==> src/hdl/ltwrd_pkg.sv <==
// Shared constants for the lux to warm RGB dimmer.
package ltwrd_pkg;

  localparam int COEFF_FRAC_BITS = 16;
  localparam int LUX_W           = 16;
  localparam int PWM_W           = 10;
  localparam int CFG_IDX_W       = 3;
  localparam int CFG_DATA_W      = 16;

  localparam logic [PWM_W-1:0] BASE_RED   = PWM_W'(100);
  localparam logic [PWM_W-1:0] BASE_GREEN = PWM_W'(200);
  localparam logic [PWM_W-1:0] BASE_BLUE  = PWM_W'(900);

  localparam logic             RST_RGB_ENABLED   = 1'b1;
  localparam logic [LUX_W-1:0] RST_LUX_MIN       = LUX_W'(0);
  localparam logic [LUX_W-1:0] RST_LUX_MAX       = LUX_W'(3000);
  localparam logic [LUX_W-1:0] RST_DEADBAND      = LUX_W'(50);
  localparam logic [LUX_W-1:0] RST_OFF_THRESHOLD = LUX_W'(2300);
  localparam logic [LUX_W-1:0] RST_ON_THRESHOLD  = LUX_W'(1800);
  localparam logic [PWM_W-1:0] RST_PWM_MAX       = PWM_W'(999);

  typedef enum logic [CFG_IDX_W-1:0] {
    REG_RGB_ENABLED   = 3'd0,
    REG_LUX_MIN       = 3'd1,
    REG_LUX_MAX       = 3'd2,
    REG_DEADBAND      = 3'd3,
    REG_OFF_THRESHOLD = 3'd4,
    REG_ON_THRESHOLD  = 3'd5,
    REG_PWM_MAX       = 3'd6
  } cfg_reg_t;

endpackage

==> src/hdl/lux_to_warm_rgb_dimmer.sv <==
// A request that is neither forced off nor in the deadband runs through the bit-serial divider
//   (skipped when lux_max <= lux_min), the squaring multiplier and the 10-bit blend multipliers
//   one after another; in_stall holds off a new request until the control returns to ST_IDLE.
// Forced-off results skip the arithmetic; disabled or deadband requests free the input without a
//   result. The output register lets a new request in while held. Synchronous reset restores the
//   config registers to defaults and clears out_valid, hysteresis and deadband state.
module lux_to_warm_rgb_dimmer #(
  parameter int COEFF_FRAC_BITS = ltwrd_pkg::COEFF_FRAC_BITS
) (
  input  logic                             clk,
  input  logic                             rst,
  input  logic                             in_valid,
  output logic                             in_stall,
  input  logic [ltwrd_pkg::LUX_W-1:0]      lux_sample,
  output logic                             out_valid,
  input  logic                             out_stall,
  output logic [ltwrd_pkg::PWM_W-1:0]      red_compare,
  output logic [ltwrd_pkg::PWM_W-1:0]      green_compare,
  output logic [ltwrd_pkg::PWM_W-1:0]      blue_compare,
  input  logic                             cfg_we,
  input  logic [ltwrd_pkg::CFG_IDX_W-1:0]  cfg_index,
  input  logic [ltwrd_pkg::CFG_DATA_W-1:0] cfg_data
);

  localparam int LW = ltwrd_pkg::LUX_W;
  localparam int PW = ltwrd_pkg::PWM_W;
  localparam int CW = COEFF_FRAC_BITS + 1;
  localparam logic [CW-1:0] COEFF_ONE = CW'(1) << COEFF_FRAC_BITS;

  typedef enum logic [6:0] {
    ST_IDLE  = 7'b0000001,
    ST_CLAMP = 7'b0000010,
    ST_CHECK = 7'b0000100,
    ST_DIV   = 7'b0001000,
    ST_SQR   = 7'b0010000,
    ST_BLEND = 7'b0100000,
    ST_OUT   = 7'b1000000
  } state_t;

  function automatic logic [PW-1:0] headroom(input logic [PW-1:0] pmax,
                                             input logic [PW-1:0] base);
    headroom = (pmax > base) ? pmax - base : '0;
  endfunction

  state_t state;

  logic          rgb_enabled;
  logic [LW-1:0] lux_min;
  logic [LW-1:0] lux_max;
  logic [LW-1:0] deadband;
  logic [LW-1:0] off_threshold;
  logic [LW-1:0] on_threshold;
  logic [PW-1:0] pwm_max;

  logic          off_latched;
  logic          have_last;
  logic [LW-1:0] applied_lux;

  logic [LW-1:0] lux_r;
  logic [LW-1:0] lux_c;
  logic [PW-1:0] res_red;
  logic [PW-1:0] res_green;
  logic [PW-1:0] res_blue;

  logic          accept;
  logic          out_free;
  logic [LW-1:0] lux_lo;
  logic [LW-1:0] lux_cl;
  logic          off_latched_next;
  logic [LW-1:0] lux_gap;
  logic          in_band;
  logic          span_empty;
  logic          go_on;

  logic          div_start;
  logic          div_done;
  logic [CW-1:0] div_quo;

  logic            sq_start;
  logic            sq_done;
  logic [CW-1:0]   sq_a;
  logic [2*CW-1:0] sq_prod;
  logic [CW-1:0]   sq;

  logic             bl_start;
  logic             bl_done;
  logic             bl_done_g;
  logic             bl_done_b;
  logic [CW+PW-1:0] prod_red;
  logic [CW+PW-1:0] prod_green;
  logic [CW+PW-1:0] prod_blue;

  assign in_stall = (state != ST_IDLE);
  assign accept   = in_valid && !in_stall;
  assign out_free = !out_valid || !out_stall;

  // raise to min first, then cap at max
  assign lux_lo = (lux_r < lux_min) ? lux_min : lux_r;
  assign lux_cl = (lux_lo > lux_max) ? lux_max : lux_lo;

  always_comb begin
    off_latched_next = off_latched;
    if (!off_latched && lux_c >= off_threshold) begin
      off_latched_next = 1'b1;
    end else if (off_latched && lux_c <= on_threshold) begin
      off_latched_next = 1'b0;
    end
  end

  assign lux_gap    = (lux_c >= applied_lux) ? lux_c - applied_lux : applied_lux - lux_c;
  assign in_band    = have_last && (lux_gap < deadband);
  assign span_empty = (lux_max <= lux_min);
  assign go_on      = (state == ST_CHECK) && !off_latched_next && !in_band;

  assign div_start = go_on && !span_empty;
  assign sq_start  = (go_on && span_empty) || ((state == ST_DIV) && div_done);
  assign sq_a      = (state == ST_DIV) ? div_quo : COEFF_ONE;
  assign sq        = sq_prod[COEFF_FRAC_BITS +: CW];
  assign bl_start  = (state == ST_SQR) && sq_done;

  ltwrd_serial_div #(.QW(CW), .DW(LW)) u_div (
    .clk   (clk),
    .rst   (rst),
    .start (div_start),
    .num   (lux_c - lux_min),
    .den   (lux_max - lux_min),
    .done  (div_done),
    .quo   (div_quo)
  );

  ltwrd_serial_mul #(.AW(CW), .BW(CW)) u_sq (
    .clk   (clk),
    .rst   (rst),
    .start (sq_start),
    .a     (sq_a),
    .b     (sq_a),
    .done  (sq_done),
    .prod  (sq_prod)
  );

  ltwrd_serial_mul #(.AW(CW), .BW(PW)) u_blend_red (
    .clk   (clk),
    .rst   (rst),
    .start (bl_start),
    .a     (sq),
    .b     (headroom(pwm_max, ltwrd_pkg::BASE_RED)),
    .done  (bl_done),
    .prod  (prod_red)
  );

  ltwrd_serial_mul #(.AW(CW), .BW(PW)) u_blend_green (
    .clk   (clk),
    .rst   (rst),
    .start (bl_start),
    .a     (sq),
    .b     (headroom(pwm_max, ltwrd_pkg::BASE_GREEN)),
    .done  (bl_done_g),
    .prod  (prod_green)
  );

  ltwrd_serial_mul #(.AW(CW), .BW(PW)) u_blend_blue (
    .clk   (clk),
    .rst   (rst),
    .start (bl_start),
    .a     (sq),
    .b     (headroom(pwm_max, ltwrd_pkg::BASE_BLUE)),
    .done  (bl_done_b),
    .prod  (prod_blue)
  );

  // control state
  always_ff @(posedge clk) begin
    if (rst) begin
      state         <= ST_IDLE;
      out_valid     <= 1'b0;
      off_latched   <= 1'b0;
      have_last     <= 1'b0;
      applied_lux   <= '0;
      rgb_enabled   <= ltwrd_pkg::RST_RGB_ENABLED;
      lux_min       <= ltwrd_pkg::RST_LUX_MIN;
      lux_max       <= ltwrd_pkg::RST_LUX_MAX;
      deadband      <= ltwrd_pkg::RST_DEADBAND;
      off_threshold <= ltwrd_pkg::RST_OFF_THRESHOLD;
      on_threshold  <= ltwrd_pkg::RST_ON_THRESHOLD;
      pwm_max       <= ltwrd_pkg::RST_PWM_MAX;
    end else begin
      if (cfg_we) begin
        unique case (ltwrd_pkg::cfg_reg_t'(cfg_index))
          ltwrd_pkg::REG_RGB_ENABLED:   rgb_enabled   <= cfg_data[0];
          ltwrd_pkg::REG_LUX_MIN:       lux_min       <= cfg_data[LW-1:0];
          ltwrd_pkg::REG_LUX_MAX:       lux_max       <= cfg_data[LW-1:0];
          ltwrd_pkg::REG_DEADBAND:      deadband      <= cfg_data[LW-1:0];
          ltwrd_pkg::REG_OFF_THRESHOLD: off_threshold <= cfg_data[LW-1:0];
          ltwrd_pkg::REG_ON_THRESHOLD:  on_threshold  <= cfg_data[LW-1:0];
          ltwrd_pkg::REG_PWM_MAX:       pwm_max       <= cfg_data[PW-1:0];
          default: ;
        endcase
      end

      // ST_OUT reloads the output register itself
      if (out_valid && !out_stall && state != ST_OUT) begin
        out_valid <= 1'b0;
      end

      unique case (state)
        ST_IDLE: begin
          // disabled: the request is taken and dropped
          if (accept && rgb_enabled) begin
            state <= ST_CLAMP;
          end
        end
        ST_CLAMP: begin
          state <= ST_CHECK;
        end
        ST_CHECK: begin
          off_latched <= off_latched_next;
          if (off_latched_next) begin
            state <= ST_OUT;
          end else if (in_band) begin
            state <= ST_IDLE;
          end else begin
            applied_lux <= lux_c;
            have_last   <= 1'b1;
            state       <= span_empty ? ST_SQR : ST_DIV;
          end
        end
        ST_DIV: begin
          if (div_done) begin
            state <= ST_SQR;
          end
        end
        ST_SQR: begin
          if (sq_done) begin
            state <= ST_BLEND;
          end
        end
        ST_BLEND: begin
          if (bl_done) begin
            state <= ST_OUT;
          end
        end
        ST_OUT: begin
          if (out_free) begin
            out_valid <= 1'b1;
            state     <= ST_IDLE;
          end
        end
        default: state <= ST_IDLE;
      endcase
    end
  end

  // payload
  always_ff @(posedge clk) begin
    if (state == ST_IDLE && accept) begin
      lux_r <= lux_sample;
    end
    if (state == ST_CLAMP) begin
      lux_c <= lux_cl;
    end
    if (state == ST_CHECK && off_latched_next) begin
      res_red   <= pwm_max;
      res_green <= pwm_max;
      res_blue  <= pwm_max;
    end
    if (state == ST_BLEND && bl_done) begin
      res_red   <= ltwrd_pkg::BASE_RED + prod_red[COEFF_FRAC_BITS +: PW];
      res_green <= ltwrd_pkg::BASE_GREEN + prod_green[COEFF_FRAC_BITS +: PW];
      res_blue  <= ltwrd_pkg::BASE_BLUE + prod_blue[COEFF_FRAC_BITS +: PW];
    end
    if (state == ST_OUT && out_free) begin
      red_compare   <= res_red;
      green_compare <= res_green;
      blue_compare  <= res_blue;
    end
  end

  a_div_done_in_div: assert property (@(posedge clk) disable iff (rst)
    div_done |-> state == ST_DIV)
    else $error("divider finished outside the divide phase");

  a_sq_done_in_sqr: assert property (@(posedge clk) disable iff (rst)
    sq_done |-> state == ST_SQR)
    else $error("square finished outside the square phase");

  a_blend_lanes_agree: assert property (@(posedge clk) disable iff (rst)
    (bl_done == bl_done_g) && (bl_done == bl_done_b) && (!bl_done || state == ST_BLEND))
    else $error("blend lanes out of step");

  a_out_from_out_state: assert property (@(posedge clk) disable iff (rst)
    $rose(out_valid) |-> $past(state) == ST_OUT)
    else $error("result raised outside the output phase");

endmodule

==> src/hdl/ltwrd_serial_div.sv <==
// Restoring divider, one quotient bit per cycle, for num <= den.
module ltwrd_serial_div #(
  parameter int QW = ltwrd_pkg::COEFF_FRAC_BITS + 1,
  parameter int DW = ltwrd_pkg::LUX_W
) (
  input  logic          clk,
  input  logic          rst,
  input  logic          start,
  input  logic [DW-1:0] num,
  input  logic [DW-1:0] den,
  output logic          done,
  output logic [QW-1:0] quo
);

  localparam int CW = $clog2(QW + 1);

  logic [DW-1:0] rem;
  logic [DW-1:0] den_r;
  logic          first;
  logic          busy;
  logic [CW-1:0] cnt;
  logic [DW:0]   trial;
  logic [DW:0]   trial_sub;
  logic          ge;

  // first step takes the integer bit without shifting
  assign trial     = first ? {1'b0, rem} : {rem, 1'b0};
  assign ge        = trial >= {1'b0, den_r};
  assign trial_sub = trial - {1'b0, den_r};

  always_ff @(posedge clk) begin
    if (rst) begin
      busy <= 1'b0;
      done <= 1'b0;
      cnt  <= '0;
    end else begin
      done <= 1'b0;
      if (start) begin
        busy <= 1'b1;
        cnt  <= CW'(QW);
      end else if (busy) begin
        cnt <= cnt - CW'(1);
        if (cnt == CW'(1)) begin
          busy <= 1'b0;
          done <= 1'b1;
        end
      end
    end
  end

  always_ff @(posedge clk) begin
    if (start) begin
      rem   <= num;
      den_r <= den;
      first <= 1'b1;
      quo   <= '0;
    end else if (busy) begin
      rem   <= ge ? trial_sub[DW-1:0] : trial[DW-1:0];
      first <= 1'b0;
      quo   <= {quo[QW-2:0], ge};
    end
  end

endmodule

==> src/hdl/ltwrd_serial_mul.sv <==
// Shift-add multiplier, one multiplier bit per cycle.
module ltwrd_serial_mul #(
  parameter int AW = ltwrd_pkg::COEFF_FRAC_BITS + 1,
  parameter int BW = ltwrd_pkg::PWM_W
) (
  input  logic             clk,
  input  logic             rst,
  input  logic             start,
  input  logic [AW-1:0]    a,
  input  logic [BW-1:0]    b,
  output logic             done,
  output logic [AW+BW-1:0] prod
);

  localparam int CW = $clog2(BW + 1);

  logic [AW-1:0] a_r;
  logic [AW-1:0] hi;
  logic [BW-1:0] lo;
  logic          busy;
  logic [CW-1:0] cnt;
  logic [AW:0]   sum;

  assign sum  = {1'b0, hi} + (lo[0] ? {1'b0, a_r} : {(AW + 1){1'b0}});
  assign prod = {hi, lo};

  always_ff @(posedge clk) begin
    if (rst) begin
      busy <= 1'b0;
      done <= 1'b0;
      cnt  <= '0;
    end else begin
      done <= 1'b0;
      if (start) begin
        busy <= 1'b1;
        cnt  <= CW'(BW);
      end else if (busy) begin
        cnt <= cnt - CW'(1);
        if (cnt == CW'(1)) begin
          busy <= 1'b0;
          done <= 1'b1;
        end
      end
    end
  end

  always_ff @(posedge clk) begin
    if (start) begin
      a_r <= a;
      hi  <= '0;
      lo  <= b;
    end else if (busy) begin
      hi <= sum[AW:1];
      lo <= {sum[0], lo[BW-1:1]};
    end
  end

endmodule
==> config.mk <==
export PLATFORM = sky130hd
export DESIGN_NAME = lux_to_warm_rgb_dimmer
export DESIGN_NICKNAME = d
export VERILOG_FILES = /design/src/hdl/ltwrd_pkg.sv /design/src/hdl/lux_to_warm_rgb_dimmer.sv /design/src/hdl/ltwrd_serial_div.sv /design/src/hdl/ltwrd_serial_mul.sv
export SDC_FILE = /design/constraint.sdc
export NUM_CORES = 1
export LEC_CHECK = 0
export ABC_AREA = 0
export BUFFER_PORTS_ARGS = -buffer_cell sky130_fd_sc_hd__buf_2
export CAP_MARGIN = 20
export CORE_MARGIN = 4
export CORE_UTILIZATION = 45
export CTS_BUF_LIST = sky130_fd_sc_hd__clkbuf_2
export DETAILED_ROUTE_END_ITERATION = 6
export REMOVE_ABC_BUFFERS = 1
export SLEW_MARGIN = 10
export SYNTH_ARGS = -nofsm -noshare
export SYNTH_HDL_FRONTEND = slang
export SYNTH_SLANG_ARGS = --single-unit
==> constraint.sdc <==
create_clock -name clk -period 10.1 [get_ports clk]
set_input_delay 1.01 -clock clk [delete_from_list [all_inputs] [get_ports clk]]
set_output_delay 1.01 -clock clk [all_outputs]
set_load 0.02 [all_outputs]
==> flow_metrics.env, run 1 <==
export IMPL_htree_num_levels=3
export IMPL_fillCellCount=5519
export IMPL_fmax_mhz=139.9
export IMPL_ys_seq_elements=438
export IMPL_core_um2=57920
export IMPL_drtIter0Drc=1208
export IMPL_clockBufferDepth=3
export IMPL_holdCritPathClass="input pin to register"
export IMPL_irDropWorstVdd_mv=0.1011
export IMPL_status="completed"
export IMPL_cp_startpoint="lux_c[0]"
export IMPL_clock_sinks=438
export IMPL_finalHoldViolations=0
export IMPL_crit_path_start_kind="register"
export IMPL_io_buffers=71
export IMPL_rsz0062_at_grt="no"
export IMPL_die_area_um2=62730
export IMPL_cp_arrival_ns=7.94
export IMPL_cp_slowest_stage_delay_ns=0.86
export IMPL_final_nets=3245
export IMPL_firstDrtPassIters=6
export IMPL_endpoint_kind="register"
export IMPL_grt_max_degree=76
export IMPL_slowest_stage="inv_2"
export IMPL_multiInputGateArea_um2=14470
export IMPL_synth_cell_types=88
export IMPL_worst_pin_slew_ns=1.013
export IMPL_dieHeight_um=250.5
export IMPL_root_buffer="clkbuf_2"
export IMPL_cp_max_fo=48
export IMPL_total_power_mw=4.112
export IMPL_synth_edf_count=205
export IMPL_area_growth_pct=8.353
export IMPL_grt_ovfl_total=0
export IMPL_antenna_found_initial=2
export IMPL_p_leak_nw=11.64
export IMPL_async_flop_share_pct=0
export IMPL_ys_flop_type="dfxtp_1"
export IMPL_ys_seq_area_share_pct=40.90
export IMPL_die_x_um=250.5
export IMPL_wl_um=69680
export IMPL_regToRegStartpoint="lux_c[0]"
export IMPL_critical_path_class="register to register"
export IMPL_clkLatencyLatePin_ns=1.15
export IMPL_synth_avg_cell_area_um2=9.269
export IMPL_post_cts_buffers=0
export IMPL_yosysWarnings=0
export IMPL_final_cell_count_no_fill=3816
export IMPL_cts_buffers_inserted=115
export IMPL_cp_top_family="compound AO/OA/AOI/OAI gates"
export IMPL_hpwl_um=51370
export IMPL_post_route_min_period_ns=7.146
export IMPL_io_pins=72
export IMPL_grt_pass1_wl_um=109900
export IMPL_slew_headroom_pct=32.37
export IMPL_wl_per_cell_um=18.26
export IMPL_path_buf_inv=5
export IMPL_track_usage_pct=21.60
export IMPL_layout_drive_gt1_share_pct=11.68
export IMPL_finalMaxSlewViolations=0
export IMPL_detail_route_antenna_nets=0
export IMPL_max_cap_violations=0
export IMPL_netlist_area_um2=26450
export IMPL_tns_ns=0
export IMPL_row_count=88
export IMPL_worstPathCellList="inv_1 -> ha_1 -> inv_1 -> fa_1 -> a21o_1 -> o21a_1 -> o31ai_1 -> a221o_1 -> buf_4 -> mux2_4 -> a311oi_2 -> nand4_1 -> o311a_1 -> ha_1 -> and4_1 -> o21ai_0 -> a21oi_1 -> nor4b_4 -> a211oi_4 -> buf_4 -> nand2b_1 -> inv_2 -> mux2_2"
export IMPL_grt_pass1_vias=20740
export IMPL_regArea_um2=10820
export IMPL_num_vias=21020
export IMPL_cts_tree="built"
export IMPL_p_per_area_nw_per_um2=143.5
export IMPL_via_per_inst=5.509
export IMPL_gp_congestion=0.9459
export IMPL_skew_ns=0.1434
export IMPL_initial_utilization_pct=45.67
export IMPL_drc=0
export IMPL_placedCellCount=3593
export IMPL_finalSetupViolations=0
export IMPL_critical_path_required_ns=10.90
export IMPL_finalCritPeriodShare_pct=70.75
export IMPL_min_from="lux_sample[6]"
export IMPL_synth_cells=2854
export IMPL_clk_pin_slew_ns=0.11
registers in the layout, summed over array words and instances, names as in the netlist, 16 cells and up:
| name | cells |
|---|---|
| u_blend_blue.hi | 17 |
| lux_max | 16 |
| off_threshold | 16 |
| u_blend_red.hi | 17 |
| u_sq.hi | 17 |
| applied_lux | 16 |
| u_sq.a_r | 17 |
| u_blend_blue.a_r | 17 |
| lux_r | 16 |
| lux_min | 16 |
| on_threshold | 16 |
| lux_c | 16 |
| u_div.quo | 17 |
| u_sq.lo | 17 |
| u_div.rem | 16 |
| u_div.den_r | 16 |
| deadband | 16 |
| u_blend_green.hi | 17 |
synthesized netlist by cell type, types with 13 or more instances:
cell / count / area share (%)
edfxtp_1: 205 / 23
o21a_1: 34 / 0.96
mux2_1: 16 / 0.68
xnor2_1: 78 / 2.6
nor2b_1: 32 / 0.76
inv_1: 184 / 2.6
and2_1: 92 / 2.2
mux2_2: 35 / 1.5
clkbuf_1: 91 / 1.3
ha_1: 242 / 11
nor3_1: 73 / 1.4
or2_2: 13 / 0.31
a211o_1: 31 / 1.0
a211oi_1: 17 / 0.48
nor2_1: 194 / 2.8
nand2_1: 347 / 4.9
nand4_1: 33 / 0.78
a21o_1: 49 / 1.4
a31oi_1: 22 / 0.52
nand3_1: 53 / 1.0
a21oi_1: 222 / 4.2
nand3b_1: 24 / 0.68
or3_1: 15 / 0.35
xor2_1: 48 / 1.6
mux2i_1: 75 / 2.8
o21ai_0: 141 / 2.7
dfxtp_1: 233 / 18
nand2b_1: 32 / 0.76
and3_1: 16 / 0.38
a22oi_1: 16 / 0.45
cell type report:
class	count	area share, %
antenna	3	0.02619
clock buffer	165	2.881
clock inverter	46	1.004
inverter	186	2.436
multi-input combinational	2115	50.48
sequential	438	37.75
tap	765	3.339
timing repair buffer	98	2.087
cell families after synthesis:
family	synth area share, %
simple gates	17.35
buf+inv	4.503
xor+xnor	4.172
compound gates	15.76
fa+ha+maj	12.13
mux	5.175
flops	40.90
worst paths after layout:
path	to	slack (ns)	cells after the start
max	u_div.rem[2]	2.95	23
min	lux_r[6]	0.17	1
max reg2reg	u_div.rem[2]	2.95	23
min reg2reg	blue_compare[7]	0.41	0
report_power, final:
| part | leakage (nW) | switching (mW) | total (mW) | internal, mW |
|---|---|---|---|---|
| Sequential | 3.76 | 0.0844 | 2.02 | 1.93 |
| Combinational | 7.06 | 0.458 | 0.805 | 0.348 |
| Clock | 0.823 | 0.761 | 1.29 | 0.527 |
layout by cell type (no fill, tap or decap), types with 17 or more instances in the layout:
| master | n |
|---|---|
| clkinv_1 | 29 |
| o21a_1 | 34 |
| and2_1 | 92 |
| dfxtp_1 | 233 |
| clkbuf_2 | 165 |
| a21o_1 | 49 |
| xor2_1 | 48 |
| nand4_1 | 33 |
| buf_2 | 70 |
| a211oi_1 | 17 |
| edfxtp_1 | 205 |
| o21ai_0 | 141 |
| nand3b_1 | 24 |
| nand2b_1 | 32 |
| nand3_1 | 52 |
| nor3_1 | 72 |
| mux2i_1 | 75 |
| inv_1 | 183 |
| xnor2_1 | 78 |
| nand2_1 | 347 |
| a211o_1 | 31 |
| a31oi_1 | 22 |
| nor2b_1 | 32 |
| mux2_2 | 35 |
| buf_4 | 19 |
| ha_1 | 242 |
| nor2_1 | 192 |
| a21oi_1 | 221 |
routing by layer:
| layer | GRT usage, % | up-vias | routed length [µm] | share of wire [%] |
|---|---|---|---|---|
| li1 | - | 10400 | - | - |
| met1 | 26.12 | 9970 | 29880 | 43 |
| met2 | 37.17 | 487 | 33790 | 49 |
| met3 | 3.914 | 165 | 2655 | 3.8 |
| met4 | 10.51 | 0 | 3346 | 4.8 |
| met5 | 0 | - | 0 | 0 |
through the flow:
stage	util (%)	hold slack (ns)	setup WS [ns]	instance area [µm²]
floorplan	-	0.4003	3.707	25960
global placement	47.37	0.4022	3.222	27440
detailed placement	47.37	0.4065	3.094	27440
CTS	49.35	0.02026	2.924	28580
global route	49.49	-0.01532	2.553	28660
finish	49.49	0.1719	2.954	28660
repair_timing:
action / 4_1_cts / 5_1_grt
hold buffers: 3 / 4
endpoints found under the hold margin: 3 / 4
gates resized for setup: 0 / 0
(Power assumes the default switching activity.)
==> run 2: changes to the inputs <==
- clock period: 10.1 -> 6.6 ns (I/O delays scaled with it)
==> run 2 against run 1 <==
  * Combinational power up 54%
  * Hold slack improved by 0.075 ns
  * Cell area increased by 1.7%
  * Worst setup slack lost 2.6 ns
  * Clock power increased by 52%
  * Clock-buffer cell count fell by 4
  * First-iteration DRC count grew 12%
  * Global-route usage about the same
  * Total power grew 53%
  * Critical path type unchanged
==> flow_metrics.env, run 2 (same netlist as run 1, synthesis figures left out) <==
export IMPL_status="completed"
export IMPL_share_seq_of_total_power_pct=49.1
export IMPL_antenna_found_initial=1
export IMPL_critical_path_required_ns=7.57
export IMPL_grt_ovfl_total=0
export IMPL_wl_per_cell_um=17.77
export IMPL_worst_pin_slew_ns=1.069
export IMPL_detail_route_antenna_nets=0
export IMPL_grt_max_degree=89
export IMPL_wl_um=68900
export IMPL_drc=0
export IMPL_finalCritPeriodShare_pct=93.91
export IMPL_grt_pass1_wl_um=110800
export IMPL_row_count=88
export IMPL_critical_path_class="register to register"
export IMPL_clock_sinks=438
export IMPL_hpwl_um=50370
export IMPL_regToRegStartpoint="lux_c[0]"
export IMPL_cp_startpoint="lux_c[0]"
export IMPL_rrSetupSlack_ns=0.40
export IMPL_rsz0062_at_grt="no"
export IMPL_min_from="lux_sample[2]"
export IMPL_dieHeight_um=250.5
export IMPL_power_switching_mw=2.042
export IMPL_io_pins=72
export IMPL_cts_buffers_inserted=117
export IMPL_combPwrFrac_pct=19.8
export IMPL_cp_max_fo=24
export IMPL_firstDrtPassIters=5
export IMPL_worstPathCellList="inv_1 -> ha_1 -> inv_1 -> fa_1 -> a21o_1 -> o21a_1 -> o31ai_1 -> a221o_1 -> buf_4 -> mux2_4 -> a311oi_2 -> nand4_1 -> o311a_1 -> ha_1 -> and4_1 -> o21ai_0 -> a21oi_1 -> nor4b_4 -> a211oi_4 -> a22oi_4 -> inv_2 -> buf_4 -> o22a_1"
export IMPL_endpoint_kind="register"
export IMPL_finalMaxSlewViolations=0
export IMPL_clk_pin_slew_ns=0.10
export IMPL_p_clk_share_pct=31.1
export IMPL_max_cap_violations=0
export IMPL_area_growth_pct=10.25
export IMPL_fmax_mhz=161.3
export IMPL_root_buffer="clkbuf_2"
export IMPL_p_leak_nw=11.85
export IMPL_slew_headroom_pct=28.66
export IMPL_grt_pass1_vias=21080
export IMPL_cts_tree="built"
export IMPL_die_x_um=250.5
export IMPL_finalHoldViolations=0
export IMPL_initial_utilization_pct=45.67
export IMPL_post_route_min_period_ns=6.198
export IMPL_mostFrequentLayoutCells="nand2_1 (347), ha_1 (242), dfxtp_1 (233), a21oi_1 (221), edfxtp_1 (205)"
export IMPL_cp_arrival_ns=7.17
export IMPL_via_per_inst=5.487
export IMPL_skew_ns=0.1097
export IMPL_intPower_mw=4.243
export IMPL_track_usage_pct=21.55
export IMPL_placed_cell_area_um2=27500
export IMPL_clockBufferDepth=3
export IMPL_mostFrequentLayoutCell="nand2_1"
export IMPL_slowest_stage="nor4b_4"
export IMPL_num_vias=21280
export IMPL_finalSetupViolations=0
export IMPL_tns_ns=0
export IMPL_cp_slowest_stage_delay_ns=0.49
export IMPL_drtIter0Drc=1350
export IMPL_p_per_area_nw_per_um2=215.5
export IMPL_p_sw_share_pct=32.50
export IMPL_io_buffers=71
export IMPL_fin_area_um2=29160
export IMPL_final_cell_count_no_fill=3877
export IMPL_gp_congestion=0.9009
export IMPL_placedCellCount=3601
export IMPL_holdCritPathClass="input pin to register"
export IMPL_core_um2=57920
export IMPL_clkLatencyLatePin_ns=1.21
export IMPL_layout_drive_gt1_share_pct=11.58
export IMPL_irDropWorstVdd_mv=0.1427
export IMPL_final_nets=3301
export IMPL_htree_num_levels=3
export IMPL_die_area_um2=62730
export IMPL_crit_path_start_kind="register"
export IMPL_total_power_mw=6.285
-- run 2: per-layer routing --
layer | global-route usage [%] | part of all wire, %
met1 | 27.03 | 44
met2 | 37.07 | 48
met3 | 3.468 | 4.1
met4 | 8.876 | 3.8
met5 | 0 | 0
-- run 2: critical path, delay by kind of cell (launching register included) --
family                   cells  cell delay (ns)
multiplexers                 1             0.35
AO/OA/AOI/OAI               11             2.39
AND/OR/NAND/NOR              3             0.85
adder cells (fa/ha/maj)      3             0.87
flip-flops                   1             0.43
buffers and inverters        5             1.08
-- run 2: per-stage QoR --
stage,hold WS (ns),setup WS [ns],utilization [%]
after global routing,0.1554,0.01978,50.35
final,0.2467,0.4018,50.35
after global placement,0.4005,0.4584,47.46
after CTS,0.1322,0.3785,50.29
after detailed placement,0.4045,0.3530,47.48
after floorplan,0.4003,0.2072,-
-- run 2: what timing repair did --
| action | 4_1_cts | 5_1_grt |
|---|---|---|
| hold buffers | 53 | 0 |
| gates resized for setup | 0 | 0 |
| setup buffers | 0 | 0 |
| endpoints found under the hold margin | 143 | 0 |
-- run 2: worst paths after layout --
path / to / cells after the start
setup / recovery: u_sq.lo[16] / 23
hold / removal: lux_r[2] / 2
setup reg to reg: u_sq.lo[16] / 23
hold reg to reg: red_compare[3] / 0
-- run 2: area by class of cell --
cell class                      count  area [µm²]
Antenna cell                        2       5.005
Timing Repair Buffer              152        1114
Tap cell                          765       957.2
Clock buffer                      161       805.8
Fill cell                        5532       28750
Sequential cell                   438       10820
Clock inverter                     58       295.3
Inverter                          186       698.2
Multi-Input combinational cell   2115       14470
-- run 2: power groups by stage --
stage                     clock, mW  combinational [mW]  sequential (mW)
after detailed placement          0                1.21             3.15
after CTS                      2.04                1.24             3.09
final                          1.96                1.24             3.09
after global placement            0                1.18             3.15
after global routing           2.18                1.39             3.10
after floorplan                   0               0.895             3.10
==> run 3: changes to the inputs <==
- BUFFER_PORTS_ARGS: -buffer_cell sky130_fd_sc_hd__buf_2 -> not set
- DONT_BUFFER_PORTS: not set -> 1
- HOLD_SLACK_MARGIN: not set -> 0.12
==> run 3 against run 2 <==
  * Combinational power about the same
  * Global-route usage up 0.18 points
  * Clock skew is 0.018 ns higher
  * First-iteration DRC count is 12% higher
  * Register-to-register slack about the same
  * Maximum frequency down 0.20%
  * Total power up 0.98%
  * Die area unchanged
  * Clock-buffer cell count is 26 higher
  * Clock power up 3%
  * Hold slack improved by 0.043 ns
  * Utilization shrank 0.24 points
  * Largest power group unchanged
==> flow_metrics.env, run 3 (same netlist as run 1, synthesis figures left out) <==
export IMPL_grt_ovfl_total=0
export IMPL_cts_tree="built"
export IMPL_worstSetupPathDepth=23
export IMPL_regToRegStartpoint="lux_c[0]"
export IMPL_placedCellCount=3534
export IMPL_root_buffer="clkbuf_2"
export IMPL_final_util_pct=50.12
export IMPL_final_nets=3249
export IMPL_placed_cell_area_um2=27170
export IMPL_hpwl_um=51250
export IMPL_finalSetupViolations=0
export IMPL_status="completed"
export IMPL_critical_path_class="register to register"
export IMPL_io_pins=72
export IMPL_cp_top_family="compound AO/OA/AOI/OAI gates"
export IMPL_min_to="deadband[3]"
export IMPL_mostFrequentLayoutCells="nand2_1 (347), ha_1 (242), dfxtp_1 (233), a21oi_1 (221), edfxtp_1 (205)"
export IMPL_finalMaxSlewViolations=0
export IMPL_tns_ns=0
export IMPL_pre_cts_ws_ns=0.5002
export IMPL_clkLatencyLatePin_ns=1.21
export IMPL_endpoint_kind="register"
export IMPL_fmax_mhz=161.0
export IMPL_cp_max_fo=16
export IMPL_mostFrequentLayoutCell="nand2_1"
export IMPL_p_leak_nw=11.73
export IMPL_irDropWorstVdd_mv=0.1669
export IMPL_io_buffers=0
export IMPL_die_area_um2=62730
export IMPL_clockBufferDepth=3
export IMPL_slowest_stage="nor4b_4"
export IMPL_cts_resized=0
export IMPL_worstPathCellList="inv_1 -> ha_1 -> inv_1 -> fa_1 -> a21o_1 -> o21a_1 -> o31ai_1 -> a221o_1 -> buf_4 -> nand2b_1 -> o211a_1 -> a211o_1 -> xor2_1 -> ha_1 -> nand2_1 -> o21ai_1 -> a2111oi_2 -> a21oi_1 -> nor4b_4 -> a211oi_4 -> nand2b_1 -> buf_4 -> nand2_1"
export IMPL_cts_buffers_inserted=118
export IMPL_slew_headroom_pct=25.46
export IMPL_r2r_end="u_div.rem[0]"
export IMPL_core_um2=57920
export IMPL_worst_slack_ns=0.3893
export IMPL_firstDrtPassIters=5
export IMPL_drc=0
export IMPL_path_buf_inv=4
export IMPL_num_vias=21140
export IMPL_via_per_inst=5.522
export IMPL_worst_pin_slew_ns=1.117
export IMPL_clk_pin_slew_ns=0.10
export IMPL_wl_um=70000
export IMPL_track_usage_pct=21.73
export IMPL_post_route_min_period_ns=6.211
export IMPL_detail_route_antenna_nets=0
export IMPL_max_cap_violations=0
export IMPL_initial_utilization_pct=45.67
export IMPL_final_cell_count_no_fill=3828
export IMPL_rsz0062_at_grt="no"
export IMPL_drtIter0Drc=1508
export IMPL_clock_sinks=438
export IMPL_grt_pass1_vias=20780
export IMPL_holdCritPathClass="input pin to register"
export IMPL_row_count=88
export IMPL_grt_max_degree=147
export IMPL_min_from="cfg_we"
export IMPL_finalHoldViolations=0
export IMPL_fin_area_um2=29030
export IMPL_htree_num_levels=3
export IMPL_total_power_mw=6.347
export IMPL_antenna_found_initial=4
export IMPL_skew_ns=0.1277
export IMPL_wl_per_cell_um=18.29
export IMPL_dieHeight_um=250.5
export IMPL_crit_path_start_kind="register"
export IMPL_grt_pass1_wl_um=110700
export IMPL_cp_slowest_stage_delay_ns=0.52
export IMPL_critical_path_required_ns=7.30
export IMPL_p_per_area_nw_per_um2=218.7
export IMPL_rrSetupSlack_ns=0.39
export IMPL_hold_path_depth=4
export IMPL_layout_drive_gt1_share_pct=10.20
export IMPL_area_growth_pct=9.725
export IMPL_holdWs_ns=0.2898
export IMPL_cp_arrival_ns=6.91
export IMPL_gp_congestion=0.9004
export IMPL_die_x_um=250.5
export IMPL_finalCritPeriodShare_pct=94.10
export IMPL_r2r_cells=23
## run 3: changes by cell type in the layout (fill, tap and decap cells not counted), moves of 3 or more
cell and delta:
clkbuf_2 +26, diode_2 +3, clkinv_2 -6, buf_4 +3, buf_2 -70, dlygate4sd3_1 +14, clkinv_1 -19
## run 3: worst max path at each step
| stage | to | startpoint | slack, ns |
|---|---|---|---|
| after global routing | u_div.rem[4] | lux_c[0] | 0.06 |
| final | u_div.rem[0] | lux_c[0] | 0.39 |
| after detailed placement | u_div.rem[15] | lux_c[0] | 0.50 |
| after CTS | u_div.rem[4] | lux_c[0] | 0.43 |
| after floorplan | u_div.rem[12] | lux_c[0] | 0.21 |
| after global placement | u_div.rem[15] | lux_c[0] | 0.67 |
## run 3: power breakdown
part / total, mW / internal, mW / switching, mW
clock network: 2.01 / 0.812 / 1.20
logic: 1.25 / 0.548 / 0.701
registers: 3.09 / 2.96 / 0.127
## run 3: area by class of cell
cell class,instances,area (µm²)
fill,5482,28890
tap,765,957.2
clock buffer,187,935.9
inverter,186,698.2
multi-input combinational,2115,14470
clock inverter,33,197.7
antenna,5,12.51
timing repair buffer,99,938.4
sequential,438,10820
## run 3: metal layers
metal	global-route usage (%)	vias up	part of all wire, %
li1	-	10450	-
met1	26.55	9956	42
met2	37.89	570	49
met3	3.655	166	4.6
met4	9.368	0	4.1
met5	0	-	0
## run 3: worst min-delay path: stages
cell and delay (ns):
nor2b_1 0.14, and3_1 0.40, nand2_1 0.15, a21oi_1 0.06
## run 3: repair_timing
item	CTS	global route
setup buffers	0	0
hold buffers	68	0
endpoints found under the hold margin	209	0
